<file path="src/hdl/u2c_pkg.sv">
`default_nettype none
// ----------------------------------------------------------------------------
// u2c_pkg
// Shared types, constants and the code point to glyph table of the UTF-8 to
// CP437 converter.
// ----------------------------------------------------------------------------
package u2c_pkg;

  localparam int CAP_W   = 16;
  localparam int QDEPTH  = 4;
  localparam int QPTR_W  = $clog2(QDEPTH);
  localparam int QCNT_W  = $clog2(QDEPTH + 1);

  localparam logic [7:0]       CHAR_QMARK = 8'h3F;
  localparam logic [CAP_W-1:0] CAP_RESET  = 16'd256;

  // one result as it leaves the block
  typedef struct packed {
    logic [7:0]       code;
    logic             eos;
    logic [CAP_W-1:0] count;
  } result_t;

  // all results caused by one input byte (zero to two)
  typedef struct packed {
    logic [1:0]         nres;
    result_t [1:0]      res;
  } entry_t;

  function automatic logic [7:0] glyph_of(input logic [15:0] cp);
    logic [7:0] g;
    case (cp)
      16'h00E1: g = 8'hA0;
      16'h00E9: g = 8'h82;
      16'h00ED: g = 8'hA1;
      16'h00F3: g = 8'hA2;
      16'h00FA: g = 8'hA3;
      16'h00F1: g = 8'hA4;
      16'h00D1: g = 8'hA5;
      16'h00FC: g = 8'h81;
      16'h00C9: g = 8'h90;
      16'h00BF: g = 8'hA8;
      16'h00A1: g = 8'hAD;
      16'h00B7: g = 8'hFA;
      16'h2665: g = 8'h03;
      16'h2591: g = 8'hB0;
      16'h221A: g = 8'hFB;
      16'h00C1: g = 8'h41;
      16'h00CD: g = 8'h49;
      16'h00D3: g = 8'h4F;
      16'h00DA: g = 8'h55;
      16'h00DC: g = 8'h55;
      default:  g = CHAR_QMARK;
    endcase
    return g;
  endfunction

endpackage
`default_nettype wire

</file>
<file path="src/hdl/u2c_front.sv">
`default_nettype none
// ----------------------------------------------------------------------------
// u2c_front
// Accept one byte per cycle while the queue has room, decode UTF-8 and keep
// the character count, and push the results of each byte as one queue entry.
// ----------------------------------------------------------------------------
module u2c_front (
  input  wire                      clk,
  input  wire                      rst,
  input  wire                      in_valid,
  output logic                     in_stall,
  input  wire  [7:0]               data_byte,
  input  wire                      cfg_write,
  input  wire  [u2c_pkg::CAP_W-1:0] cfg_capacity,
  input  wire                      q_full,
  output logic                     push,
  output u2c_pkg::entry_t          push_entry
);
  import u2c_pkg::*;

  localparam logic [2:0] MODE_IDLE   = 3'd0;
  localparam logic [2:0] MODE_SKIP   = 3'd1;
  localparam logic [2:0] MODE_TWO    = 3'd2;
  localparam logic [2:0] MODE_THREE1 = 3'd3;
  localparam logic [2:0] MODE_THREE2 = 3'd4;

  logic [2:0]       mode, mode_next;
  logic [15:0]      partial, partial_next;
  logic [CAP_W-1:0] count, count_next;
  logic [CAP_W-1:0] limit;

  logic             accept;
  logic             cont, full0, full_a, pre_req, pre_em, do_fresh;
  logic [CAP_W-1:0] cnt1, cnt2, count_a, count_b;
  logic             slot;
  entry_t           ent;

  assign in_stall = q_full;
  assign accept   = in_valid && !q_full;

  always_comb begin
    cont         = (data_byte[7:6] == 2'b10);
    cnt1         = count + 1'b1;
    cnt2         = count + 2'd2;
    full0        = (count >= limit);
    mode_next    = mode;
    partial_next = partial;
    count_next   = count;
    ent          = '0;
    pre_req      = 1'b0;
    do_fresh     = 1'b0;

    case (mode)
      MODE_SKIP: begin
        if (!cont) begin
          mode_next = MODE_IDLE;
          do_fresh  = 1'b1;
        end
      end
      MODE_TWO, MODE_THREE2: begin
        mode_next = MODE_IDLE;
        if (cont) begin
          if (!full0) begin
            ent.res[0].code  = glyph_of(partial | {10'd0, data_byte[5:0]});
            ent.res[0].count = cnt1;
            ent.nres         = 2'd1;
            count_next       = cnt1;
          end
        end else begin
          pre_req  = 1'b1;
          do_fresh = 1'b1;
        end
      end
      MODE_THREE1: begin
        if (cont) begin
          partial_next = partial | {4'd0, data_byte[5:0], 6'd0};
          mode_next    = MODE_THREE2;
        end else begin
          mode_next = MODE_IDLE;
          pre_req   = 1'b1;
          do_fresh  = 1'b1;
        end
      end
      default: begin
        mode_next = MODE_IDLE;
        do_fresh  = 1'b1;
      end
    endcase

    // broken sequence: one '?' before the byte is taken afresh
    pre_em = pre_req && !full0;
    if (pre_em) begin
      ent.res[0].code  = CHAR_QMARK;
      ent.res[0].count = cnt1;
      ent.nres         = 2'd1;
      count_next       = cnt1;
    end
    count_a = pre_em ? cnt1 : count;
    count_b = pre_em ? cnt2 : cnt1;
    full_a  = pre_em ? (cnt1 >= limit) : full0;
    slot    = pre_em;

    if (do_fresh) begin
      if (data_byte == 8'd0) begin
        ent.res[slot].code  = 8'd0;
        ent.res[slot].eos   = 1'b1;
        ent.res[slot].count = count_a;
        ent.nres            = ent.nres + 2'd1;
        mode_next           = MODE_IDLE;
        partial_next        = '0;
        count_next          = '0;
      end else if (!full_a) begin
        if (!data_byte[7]) begin
          ent.res[slot].code  = data_byte;
          ent.res[slot].count = count_b;
          ent.nres            = ent.nres + 2'd1;
          count_next          = count_b;
        end else if (data_byte[7:5] == 3'b110) begin
          partial_next = {5'd0, data_byte[4:0], 6'd0};
          mode_next    = MODE_TWO;
        end else if (data_byte[7:4] == 4'b1110) begin
          partial_next = {data_byte[3:0], 12'd0};
          mode_next    = MODE_THREE1;
        end else begin
          ent.res[slot].code  = CHAR_QMARK;
          ent.res[slot].count = count_b;
          ent.nres            = ent.nres + 2'd1;
          count_next          = count_b;
          mode_next           = MODE_SKIP;
        end
      end
    end
  end

  assign push       = accept && (ent.nres != 2'd0);
  assign push_entry = ent;

  always_ff @(posedge clk) begin
    if (rst) begin
      mode    <= MODE_IDLE;
      partial <= '0;
      count   <= '0;
      limit   <= CAP_RESET - 1'b1;
    end else begin
      if (accept) begin
        mode    <= mode_next;
        partial <= partial_next;
        count   <= count_next;
      end
      if (cfg_write) begin
        limit <= (cfg_capacity == '0) ? '0 : cfg_capacity - 1'b1;
      end
    end
  end

`ifndef SYNTHESIS
  a_eos_clears: assert property (@(posedge clk) disable iff (rst)
    (accept && data_byte == 8'd0) |=> (count == '0 && mode == MODE_IDLE))
    else $error("count or mode not cleared after terminator");
  a_count_limit: assert property (@(posedge clk) disable iff (rst)
    (accept && count_next != '0) |-> (count_next <= limit || count_next == count))
    else $error("character count passed the limit");
  a_mode_range: assert property (@(posedge clk) disable iff (rst)
    (mode == MODE_TWO || mode == MODE_THREE1 || mode == MODE_THREE2) |-> (partial != 16'hFFFF))
    else $error("partial code point corrupt");
`endif

endmodule
`default_nettype wire

</file>
<file path="src/hdl/u2c_queue.sv">
`default_nettype none
// ----------------------------------------------------------------------------
// u2c_queue
// Short FIFO of per-byte result entries between the decode front and the
// output back.
// ----------------------------------------------------------------------------
module u2c_queue (
  input  wire                  clk,
  input  wire                  rst,
  input  wire                  push,
  input  wire u2c_pkg::entry_t push_entry,
  input  wire                  pop,
  output u2c_pkg::entry_t      head,
  output logic                 q_valid,
  output logic                 q_full
);
  import u2c_pkg::*;

  entry_t            mem [QDEPTH];
  logic [QPTR_W-1:0] wr_ptr, rd_ptr;
  logic [QCNT_W-1:0] fill;

  assign q_valid = (fill != '0);
  assign q_full  = (fill == QCNT_W'(QDEPTH));
  assign head    = mem[rd_ptr];

  always_ff @(posedge clk) begin
    if (push) begin
      mem[wr_ptr] <= push_entry;
    end
  end

  always_ff @(posedge clk) begin
    if (rst) begin
      wr_ptr <= '0;
      rd_ptr <= '0;
      fill   <= '0;
    end else begin
      if (push) wr_ptr <= wr_ptr + 1'b1;
      if (pop)  rd_ptr <= rd_ptr + 1'b1;
      if (push && !pop)      fill <= fill + 1'b1;
      else if (pop && !push) fill <= fill - 1'b1;
    end
  end

`ifndef SYNTHESIS
  a_no_overflow: assert property (@(posedge clk) disable iff (rst)
    !(push && q_full))
    else $error("push into full queue");
  a_no_underflow: assert property (@(posedge clk) disable iff (rst)
    !(pop && !q_valid))
    else $error("pop from empty queue");
  a_fill_bound: assert property (@(posedge clk) disable iff (rst)
    fill <= QCNT_W'(QDEPTH))
    else $error("queue fill count out of range");
`endif

endmodule
`default_nettype wire

</file>
<file path="src/hdl/u2c_back.sv">
`default_nettype none
// ----------------------------------------------------------------------------
// u2c_back
// Unpack queue entries into single results and hold them in the output
// register until taken.
// ----------------------------------------------------------------------------
module u2c_back (
  input  wire                       clk,
  input  wire                       rst,
  input  wire                       q_valid,
  input  wire u2c_pkg::entry_t      head,
  output logic                      pop,
  output logic                      out_valid,
  input  wire                       out_stall,
  output logic [7:0]                char_code,
  output logic                      end_of_string,
  output logic [u2c_pkg::CAP_W-1:0] char_count
);
  import u2c_pkg::*;

  logic    sel;
  logic    load;
  result_t cur;

  assign load = !out_valid || !out_stall;
  assign cur  = head.res[sel];
  assign pop  = q_valid && load && (sel || head.nres == 2'd1);

  always_ff @(posedge clk) begin
    if (rst) begin
      out_valid <= 1'b0;
      sel       <= 1'b0;
    end else if (load) begin
      out_valid <= q_valid;
      if (q_valid) begin
        sel <= !pop;
      end
    end
  end

  always_ff @(posedge clk) begin
    if (load && q_valid) begin
      char_code     <= cur.code;
      end_of_string <= cur.eos;
      char_count    <= cur.count;
    end
  end

`ifndef SYNTHESIS
  a_sel_has_entry: assert property (@(posedge clk) disable iff (rst)
    sel |-> q_valid)
    else $error("second result selected with empty queue");
  a_entry_nonempty: assert property (@(posedge clk) disable iff (rst)
    q_valid |-> (head.nres == 2'd1 || head.nres == 2'd2))
    else $error("queue entry with no results");
  a_sel_two: assert property (@(posedge clk) disable iff (rst)
    sel |-> head.nres == 2'd2)
    else $error("second result selected on single-result entry");
`endif

endmodule
`default_nettype wire

</file>
<file path="src/hdl/utf8_to_cp437_converter_top.sv">
`default_nettype none
// Path: a byte accepted by the front is written into the result queue, and
//   the back then loads its first result into the output register.
// Throughput: one byte per cycle while the queue is not full; the output
//   port delivers one result per cycle when not stalled, so a byte with two
//   results takes longer to drain, absorbed by the four-entry result queue.
// Reset: synchronous; clears decode state, count and queue, capacity 256.
// ----------------------------------------------------------------------------
// utf8_to_cp437_converter_top
// UTF-8 byte stream to CP437 characters with a bounded character count and
// an end result per string.
// ----------------------------------------------------------------------------
module utf8_to_cp437_converter_top (
  input  wire                       clk,
  input  wire                       rst,
  // byte input
  input  wire                       in_valid,
  output logic                      in_stall,
  input  wire  [7:0]                data_byte,
  // capacity register write
  input  wire                       cfg_valid,
  output logic                      cfg_ready,
  input  wire  [u2c_pkg::CAP_W-1:0] output_capacity,
  // result output
  output logic                      out_valid,
  input  wire                       out_stall,
  output logic [7:0]                char_code,
  output logic                      end_of_string,
  output logic [u2c_pkg::CAP_W-1:0] char_count
);
  import u2c_pkg::*;

  logic   push, pop, q_valid, q_full;
  entry_t push_entry, head;

  // the capacity register takes a request in any cycle
  assign cfg_ready = 1'b1;

  // front: decode each byte, advance the count, queue its results
  u2c_front u_front (
    .clk          (clk),
    .rst          (rst),
    .in_valid     (in_valid),
    .in_stall     (in_stall),
    .data_byte    (data_byte),
    .cfg_write    (cfg_valid && cfg_ready),
    .cfg_capacity (output_capacity),
    .q_full       (q_full),
    .push         (push),
    .push_entry   (push_entry)
  );

  // hold results of bytes not yet delivered
  u2c_queue u_queue (
    .clk        (clk),
    .rst        (rst),
    .push       (push),
    .push_entry (push_entry),
    .pop        (pop),
    .head       (head),
    .q_valid    (q_valid),
    .q_full     (q_full)
  );

  // back: drive one result per output request
  u2c_back u_back (
    .clk           (clk),
    .rst           (rst),
    .q_valid       (q_valid),
    .head          (head),
    .pop           (pop),
    .out_valid     (out_valid),
    .out_stall     (out_stall),
    .char_code     (char_code),
    .end_of_string (end_of_string),
    .char_count    (char_count)
  );

endmodule
`default_nettype wire

</file>
<file path="config.mk">
export PLATFORM = sky130hd
export DESIGN_NAME = utf8_to_cp437_converter_top
export DESIGN_NICKNAME = d
export VERILOG_FILES = /design/src/hdl/u2c_pkg.sv /design/src/hdl/u2c_front.sv /design/src/hdl/u2c_queue.sv /design/src/hdl/u2c_back.sv /design/src/hdl/utf8_to_cp437_converter_top.sv
export SDC_FILE = /design/constraint.sdc
export NUM_CORES = 1
export LEC_CHECK = 0
export BUFFER_PORTS_ARGS = -buffer_cell sky130_fd_sc_hd__buf_2
export CORE_AREA = 2 2 258 133
export DETAILED_ROUTE_END_ITERATION = 10
export DIE_AREA = 0 0 260 135
export GPL_ROUTABILITY_DRIVEN = 0
export PLACE_DENSITY = 0.63
export SETUP_SLACK_MARGIN = 0.1
export SYNTH_ARGS = -nofsm -noshare
export SYNTH_HDL_FRONTEND = slang
export SYNTH_SLANG_ARGS = --single-unit
</file>
<file path="constraint.sdc">
create_clock -name clk -period 6.8 [get_ports clk]
set_clock_uncertainty 0.15 [all_clocks]
set_input_delay 1.36 -clock clk [delete_from_list [all_inputs] [get_ports clk]]
set_output_delay 1.36 -clock clk [all_outputs]
set_load 0.02 [all_outputs]
</file>
# == Yosys cells after proc, flatten, opt, wreduce, memory -nomap -nowiden ==
# Memories as Yosys holds them, arrays and structs flattened. A register that Yosys moved wholly into a read port is not among the register bits.
# Index checks and enable logic that the tools add are counted.
# op_classes
n_addsub,8
magnitude_cmp,5
n_eq_ne,29
n_mux,74
bitwise,2
n_reduce_logical,26
# ops
cell,count
$mux 16,26
$bwmux 50,7
$mux 52,6
$eq 16x8->1 const B,17
$pmux 8 s19,1
$demux 25 s1,3
$mux 25,3
$eq 16x14->1 const B,3
$ge 16x16->1,2
$mux 8,4
$mux 3,9
$mux 17,1
$add 16x1->16 const B,1
$add 16x2->16 const B,1
$logic_not 16->1,1
$or 16x12->16,1
$or 16x6->16,1
$sub 16x1->16 const B,1
$mux 2,6
$eq 3x3->1 const B,3
$logic_and 1x1->1,8
$logic_not 8->1,1
$mux 1,7
$add 2x1->2 const B,3
18 further kinds,28
# totals
ff_bits,85
mem_bits_rw,208
inputBits,29
out_inout_bits,28
wordCells,157
n_memories,1
# mem_list
name,words,width,rd,rd_clocked_by_memory_dff,write_ports,line_no,rtl
u_queue.mem,4,52,1,1,1,u2c_queue.sv:19,entry_t mem [QDEPTH];

# == Longest topological paths before layout ==
# logic_depth
ltp_word,22
mapped_depth,22
mapped_depth_nobuf,22

# == Hierarchy ==
# A second synthesis with hierarchy kept.
# hier_totals
cells_unflattened,1129
hier_area_um2,14491.4
# modules_own_cells
module,n_inst,cells_per_inst,area_each_um2,seq_area_each_um2
u2c_queue,1,316,7995.2,6426.2
u2c_front,1,746,5326.4,900.9
u2c_back,1,65,1158.6,790.8
utf8_to_cp437_converter_top,1,2,11.3,0.0

# == Worst setup path after synthesis ==
# Ideal clock, no wire load.
# synth_path
path_type,register to register
startpoint,register u_front.count[1]
endpoint,memory u_queue.mem[0][0] in the netlist's numbering (enable)
setup_time_ns,0.415
arrival_ns,5.051
required_ns,6.235
slack_ns,1.184
stages_incl_launch_ff,18
path_buffers,0
synth_period_minus_slack_ns,5.616
path_cell_list,dfxtp_1 > ha_1 > nand3_1 > nor2_1 > and3_1 > nand2_1 > nor2_1 > nand2_1 > xnor2_1 > ha_1 > a21oi_1 > o21ai_0 > or3_1 > o22a_1 > a21oi_1 > o221ai_1 > a31oi_4 > and2_1
# synth_via
elab_chain_len,16
elab_cells_between_ends,21
classes_between,add/sub (2); order compare (2); mux (13); reduce/logical (4)
# synth_lines
item,line_no,rtl
start: declaration,u2c_front.sv:29,"logic [CAP_W-1:0] count, count_next;"
start signal: assignment,u2c_front.sv:148,count <= count_next;
$ge 16x16->1,u2c_front.sv:45,full0 = (count >= limit);
$mux 1,u2c_front.sv:63,if (!full0) begin
$mux 2,u2c_front.sv:62,if (cont) begin
$mux 2,u2c_front.sv:53,case (mode)
$mux 2,u2c_front.sv:92,if (pre_em) begin
$add 2x1->2,"u2c_front.sv:108, u2c_front.sv:116, u2c_front.sv:127",
$mux 52,u2c_front.sv:121,end else if (data_byte[7:4] == 4'b1110) begin
$mux 52,u2c_front.sv:118,end else if (data_byte[7:5] == 3'b110) begin
$mux 52,u2c_front.sv:113,if (!data_byte[7]) begin
$mux 52,u2c_front.sv:112,end else if (!full_a) begin
$mux 52,u2c_front.sv:104,if (data_byte == 8'd0) begin
$mux 52 *,u2c_front.sv:103,if (do_fresh) begin
$reduce_bool 2->1 *,u2c_front.sv:135,assign push = accept && (ent.nres != 2'd0);
$logic_and 1x1->1 *,u2c_front.sv:135,
via push,utf8_to_cp437_converter_top.sv:33,"logic push, pop, q_valid, q_full;"
$mux 1 *,u2c_queue.sv:28,if (push) begin
$mux 1 (implied by the code) *,u2c_queue.sv:29,mem[wr_ptr] <= push_entry;
end: declaration,u2c_queue.sv:19,
# The timed path passes the listed nets; every way through them passes the cells marked *.

# == Worst setup path in the final report ==
# layout_path
startpoint,register u_front.count[2]
endpoint,register u_queue.fill[2]
# layout_via
elab_chain_len,17
elab_cells_between_ends,24
classes_between,add/sub (2); order compare (2); mux (12); reduce/logical (8)
# layout_lines
item,line_no,rtl
$ge 16x16->1,u2c_front.sv:45,
$mux 1,u2c_front.sv:63,
$mux 2,u2c_front.sv:62,
$mux 2,u2c_front.sv:53,
$mux 2,u2c_front.sv:92,
$add 2x1->2,"u2c_front.sv:108, u2c_front.sv:116, u2c_front.sv:127",
$mux 52,u2c_front.sv:121,
$mux 52,u2c_front.sv:118,
(+2 left out),-,
$mux 52,u2c_front.sv:104,
$mux 52 *,u2c_front.sv:103,
$reduce_bool 2->1 *,u2c_front.sv:135,
$logic_and 1x1->1 *,u2c_front.sv:135,
via push,utf8_to_cp437_converter_top.sv:33,
$logic_not 1->1,u2c_queue.sv:42,else if (pop && !push) fill <= fill - 1'b1;
$logic_and 1x1->1,u2c_queue.sv:42,
$reduce_bool 2->1 (no line),-,
end signal: assignment,u2c_queue.sv:41,if (push && !pop) fill <= fill + 1'b1;
end signal: assignment,u2c_queue.sv:42,
end: declaration,u2c_queue.sv:21,logic [QCNT_W-1:0] fill;
# Marked as above.
# A chain may end at the register's enable or synchronous reset.

==> flow_metrics.tcl <==
set metrics [dict create \
    fin_nets 1311 \
    setup_viol 0 \
    fin_setup_tns_ns 0 \
    ys_warn_count 0 \
    hold_viol_final 0 \
    grt-ovfl-total 0 \
    end_kind "flip-flop" \
    htree_levels 1 \
    worstPathArrival_ns 6.60 \
    power_density_mw_per_mm2 301.1 \
    required_ns 7.12 \
    die_y_um 135 \
    p_clk_share_pct 29.7 \
    routed_wl_um 36560 \
    internal-power_uw 3440 \
    antenna_found_initial 0 \
    seq_power_share_pct 47.6 \
    timing.fmax_mhz 159.3 \
    clk_latency_ns 0.55 \
    grt_use_total_pct 21.07 \
    swShare_pct 29.28 \
    cts.sinks 289 \
    initialDrtViolationCount 1151 \
    p_sw_uw 1424 \
    synthCells 1199 \
    synth_edf_count 233 \
    cts_buffers 27 \
    outcome "completed" \
    crit_chain "ha_1, nand3_1, nor2_1, and3_1, nand2_1, nor2_1, nand2_1, xnor2_1, ha_1, a21oi_1, o21ai_0, or3_1, o22a_1, a21oi_1, o221ai_1, a31oi_4, ha_1, inv_1, fa_1, xor2_1, or3_1, a21oi_1" \
    cp-start-kind "flip-flop" \
    cp_slowest_stage_delay_ns 0.55 \
    post-route-min-period_ns 6.278 \
    grt_max_degree 55 \
    first_pass_iters 6 \
    num_rows 47 \
    total_power_uw 4864 \
    met2_length_um 14950 \
    hp-class "reg -> reg" \
    slew_headroom_pct 7.595 \
    die-area_mm2 0.03510 \
    wl_met1_um 17160 \
    top_layer "met4" \
    synthArstFlopShare_pct 0 \
    clk_pin_slew_worst_paths_ns 0.07 \
    fill_cells 2846 \
    period_share_pct 92.32 \
    diodes 0 \
    vias 10130 \
    cts_resized 0 \
    grt_pass1_wl_um 56540 \
    port_buffers 55 \
    boundaryPins 57 \
    ant_nets 0 \
    ys_types 91 \
    wl_per_cell_um 21.54 \
    core-area_mm2 0.03264 \
    comb_power_share_pct 22.7 \
    synthFlopType "edfxtp_1" \
    drv_cap 0 \
    synth.cell_area_mm2 0.01454 \
    die_w_um 260 \
    yosysSeqAreaShare_pct 55.82 \
    grt_pass1_vias 9563 \
    post-route-drc-count 0 \
    rsz0062_at_grt "false" \
    path_buf_inv 1 \
    critical_path.top_delay_family "simple AND/OR/NAND/NOR gates" \
    drive_gt1_share_pct 18.71 \
    synth-seq-cells 289 \
    cts_setup_buffers 0 \
    syn_to_final_growth_pct 11.06 \
    layout_commonest_cell "edfxtp_1" \
    final_cell_mix "edfxtp_1 (233), nor2_1 (105), nand2_1 (89)" \
    routed-wl-met3_um 3960 \
    setup.worst_path.class "reg -> reg" \
    cts_hold_repair.buffers 0 \
    p_leak_uw 0.005633 \
    worst_pin_slew_ns 1.372 \
    syn_area_per_cell_um2 12.13 \
    crit_slowest_cell "dfxtp_1" \
    cp_max_fo 10 \
    slew_violations 0 \
    clockBufferDepth 3 \
    viasPerCell 5.968 \
    cts_tree "built" \
    vdd_drop_max_mv 0.1930 \
    cts_root_buf "clkbuf_16" \
    start_util_pct 44.56 \
    dp_hpwl_um 25480 \
]
==> cell type report <==
class | instances | area, um^2 | area share (%)
clock inverter | 14 | 88.84 | 0.5500
clock buffer | 34 | 742.0 | 4.593
sequential | 289 | 8123 | 50.29
timing repair buffer | 80 | 513.0 | 3.176
inverter | 35 | 132.6 | 0.8211
tap | 441 | 551.8 | 3.416
multi-input combinational | 804 | 6002 | 37.16
==> tightest hold or removal path, stage by stage, from the launching register on <==
cell	delay (ns)
dfxtp_1	0.31
nand2_1	0.05
a21oi_1	0.05
==> per-stage QoR <==
| step | setup WS (ns) | util, % | std cells | hold WS [ns] | cell area, um^2 |
|---|---|---|---|---|---|
| 2_1_floorplan | 1.184 | - | 1202 | 0.2813 | 14560 |
| 3_3_place_gp | 0.9349 | 46.95 | 1649 | 0.2923 | 15320 |
| 3_5_place_dp | 0.7564 | 46.95 | 1649 | 0.2947 | 15320 |
| 4_1_cts | 0.7187 | 49.49 | 1697 | 0.3030 | 16150 |
| 5_1_grt | 0.1415 | 49.49 | 1697 | 0.3362 | 16150 |
| 6_report | 0.5224 | 49.49 | 1697 | 0.3001 | 16150 |
==> power by group through the flow <==
stage	combinational, uW	clock (uW)	sequential (uW)
after floorplan	671	0	2420
after global placement	1100	0	2350
after detailed placement	1110	0	2350
after CTS	1120	1480	2320
after global routing	1200	1550	2340
final	1110	1450	2310
==> state kept, by name, summed over array words and instances (netlist names), named ones only <==
name and count:
u_queue.mem 208, u_queue.wr_ptr 2, u_back.out_valid 1, u_back.sel 1
u_front.limit 16, u_back.end_of_string 1, u_back.char_code 8, u_front.mode 3
u_front.count 16, u_front.partial 10, u_queue.fill 3, u_queue.rd_ptr 2
u_back.char_count 16
==> cells in the mapped netlist, types with 6 or more instances <==
cell      instances  area share (%)
or3_1            12            0.52
o22ai_1           7            0.30
nand2b_1         12            0.52
a211oi_1          9            0.46
nand3_1          37             1.3
edfxtp_1        233              48
a21oi_1          82             2.8
a22o_1            8            0.48
xnor2_1          29             1.7
o21ai_0          59             2.0
o211ai_1          9            0.46
nand2_1          89             2.3
mux2_2           25             1.9
inv_1            31            0.80
mux4_2           50             7.7
nand4_1          11            0.47
nor2b_1           8            0.34
o21a_1           11            0.57
nor3b_1           7            0.36
buf_2             8            0.28
o31ai_1           8            0.41
and3_1            6            0.26
ha_1             44             3.8
nor4_1            9            0.39
buf_1            13            0.34
nor2_1          105             2.7
nor3_1           29             1.0
xor2_1           22             1.3
dfxtp_1          56             7.7
clkbuf_1         46             1.2
a31oi_1          12            0.52
==> kinds of logic after synthesis <==
| logic type | count (synthesis) | synth area share [%] |
|---|---|---|
| simple gates | 366 | 12.70 |
| flops | 289 | 55.82 |
| compound gates | 258 | 11.36 |
| buf+inv | 109 | 3.123 |
| mux | 79 | 9.962 |
| xor+xnor | 51 | 3.071 |
| fa+ha+maj | 45 | 3.923 |
| other cells | 2 | 0.05164 |
==> layer usage <==
layer  vias to the layer above  GRT usage [%]
li1                       4623              -
met1                      4989          32.47
met2                       467          29.45
met3                        49          6.288
met4                         0          3.448
met5                         -              0
==> final timing paths <==
kind,from,endpoint,slack (ns),cells after the start
worst max-delay path,u_front.count[2],u_queue.fill[2],0.52,22
worst min-delay path,u_front.partial[15],u_front.partial[15],0.30,2
worst max register to register,u_front.count[2],u_queue.fill[2],0.52,22
worst min register to register,u_front.partial[15],u_front.partial[15],0.30,2
Power figures use the tool's default switching activity.
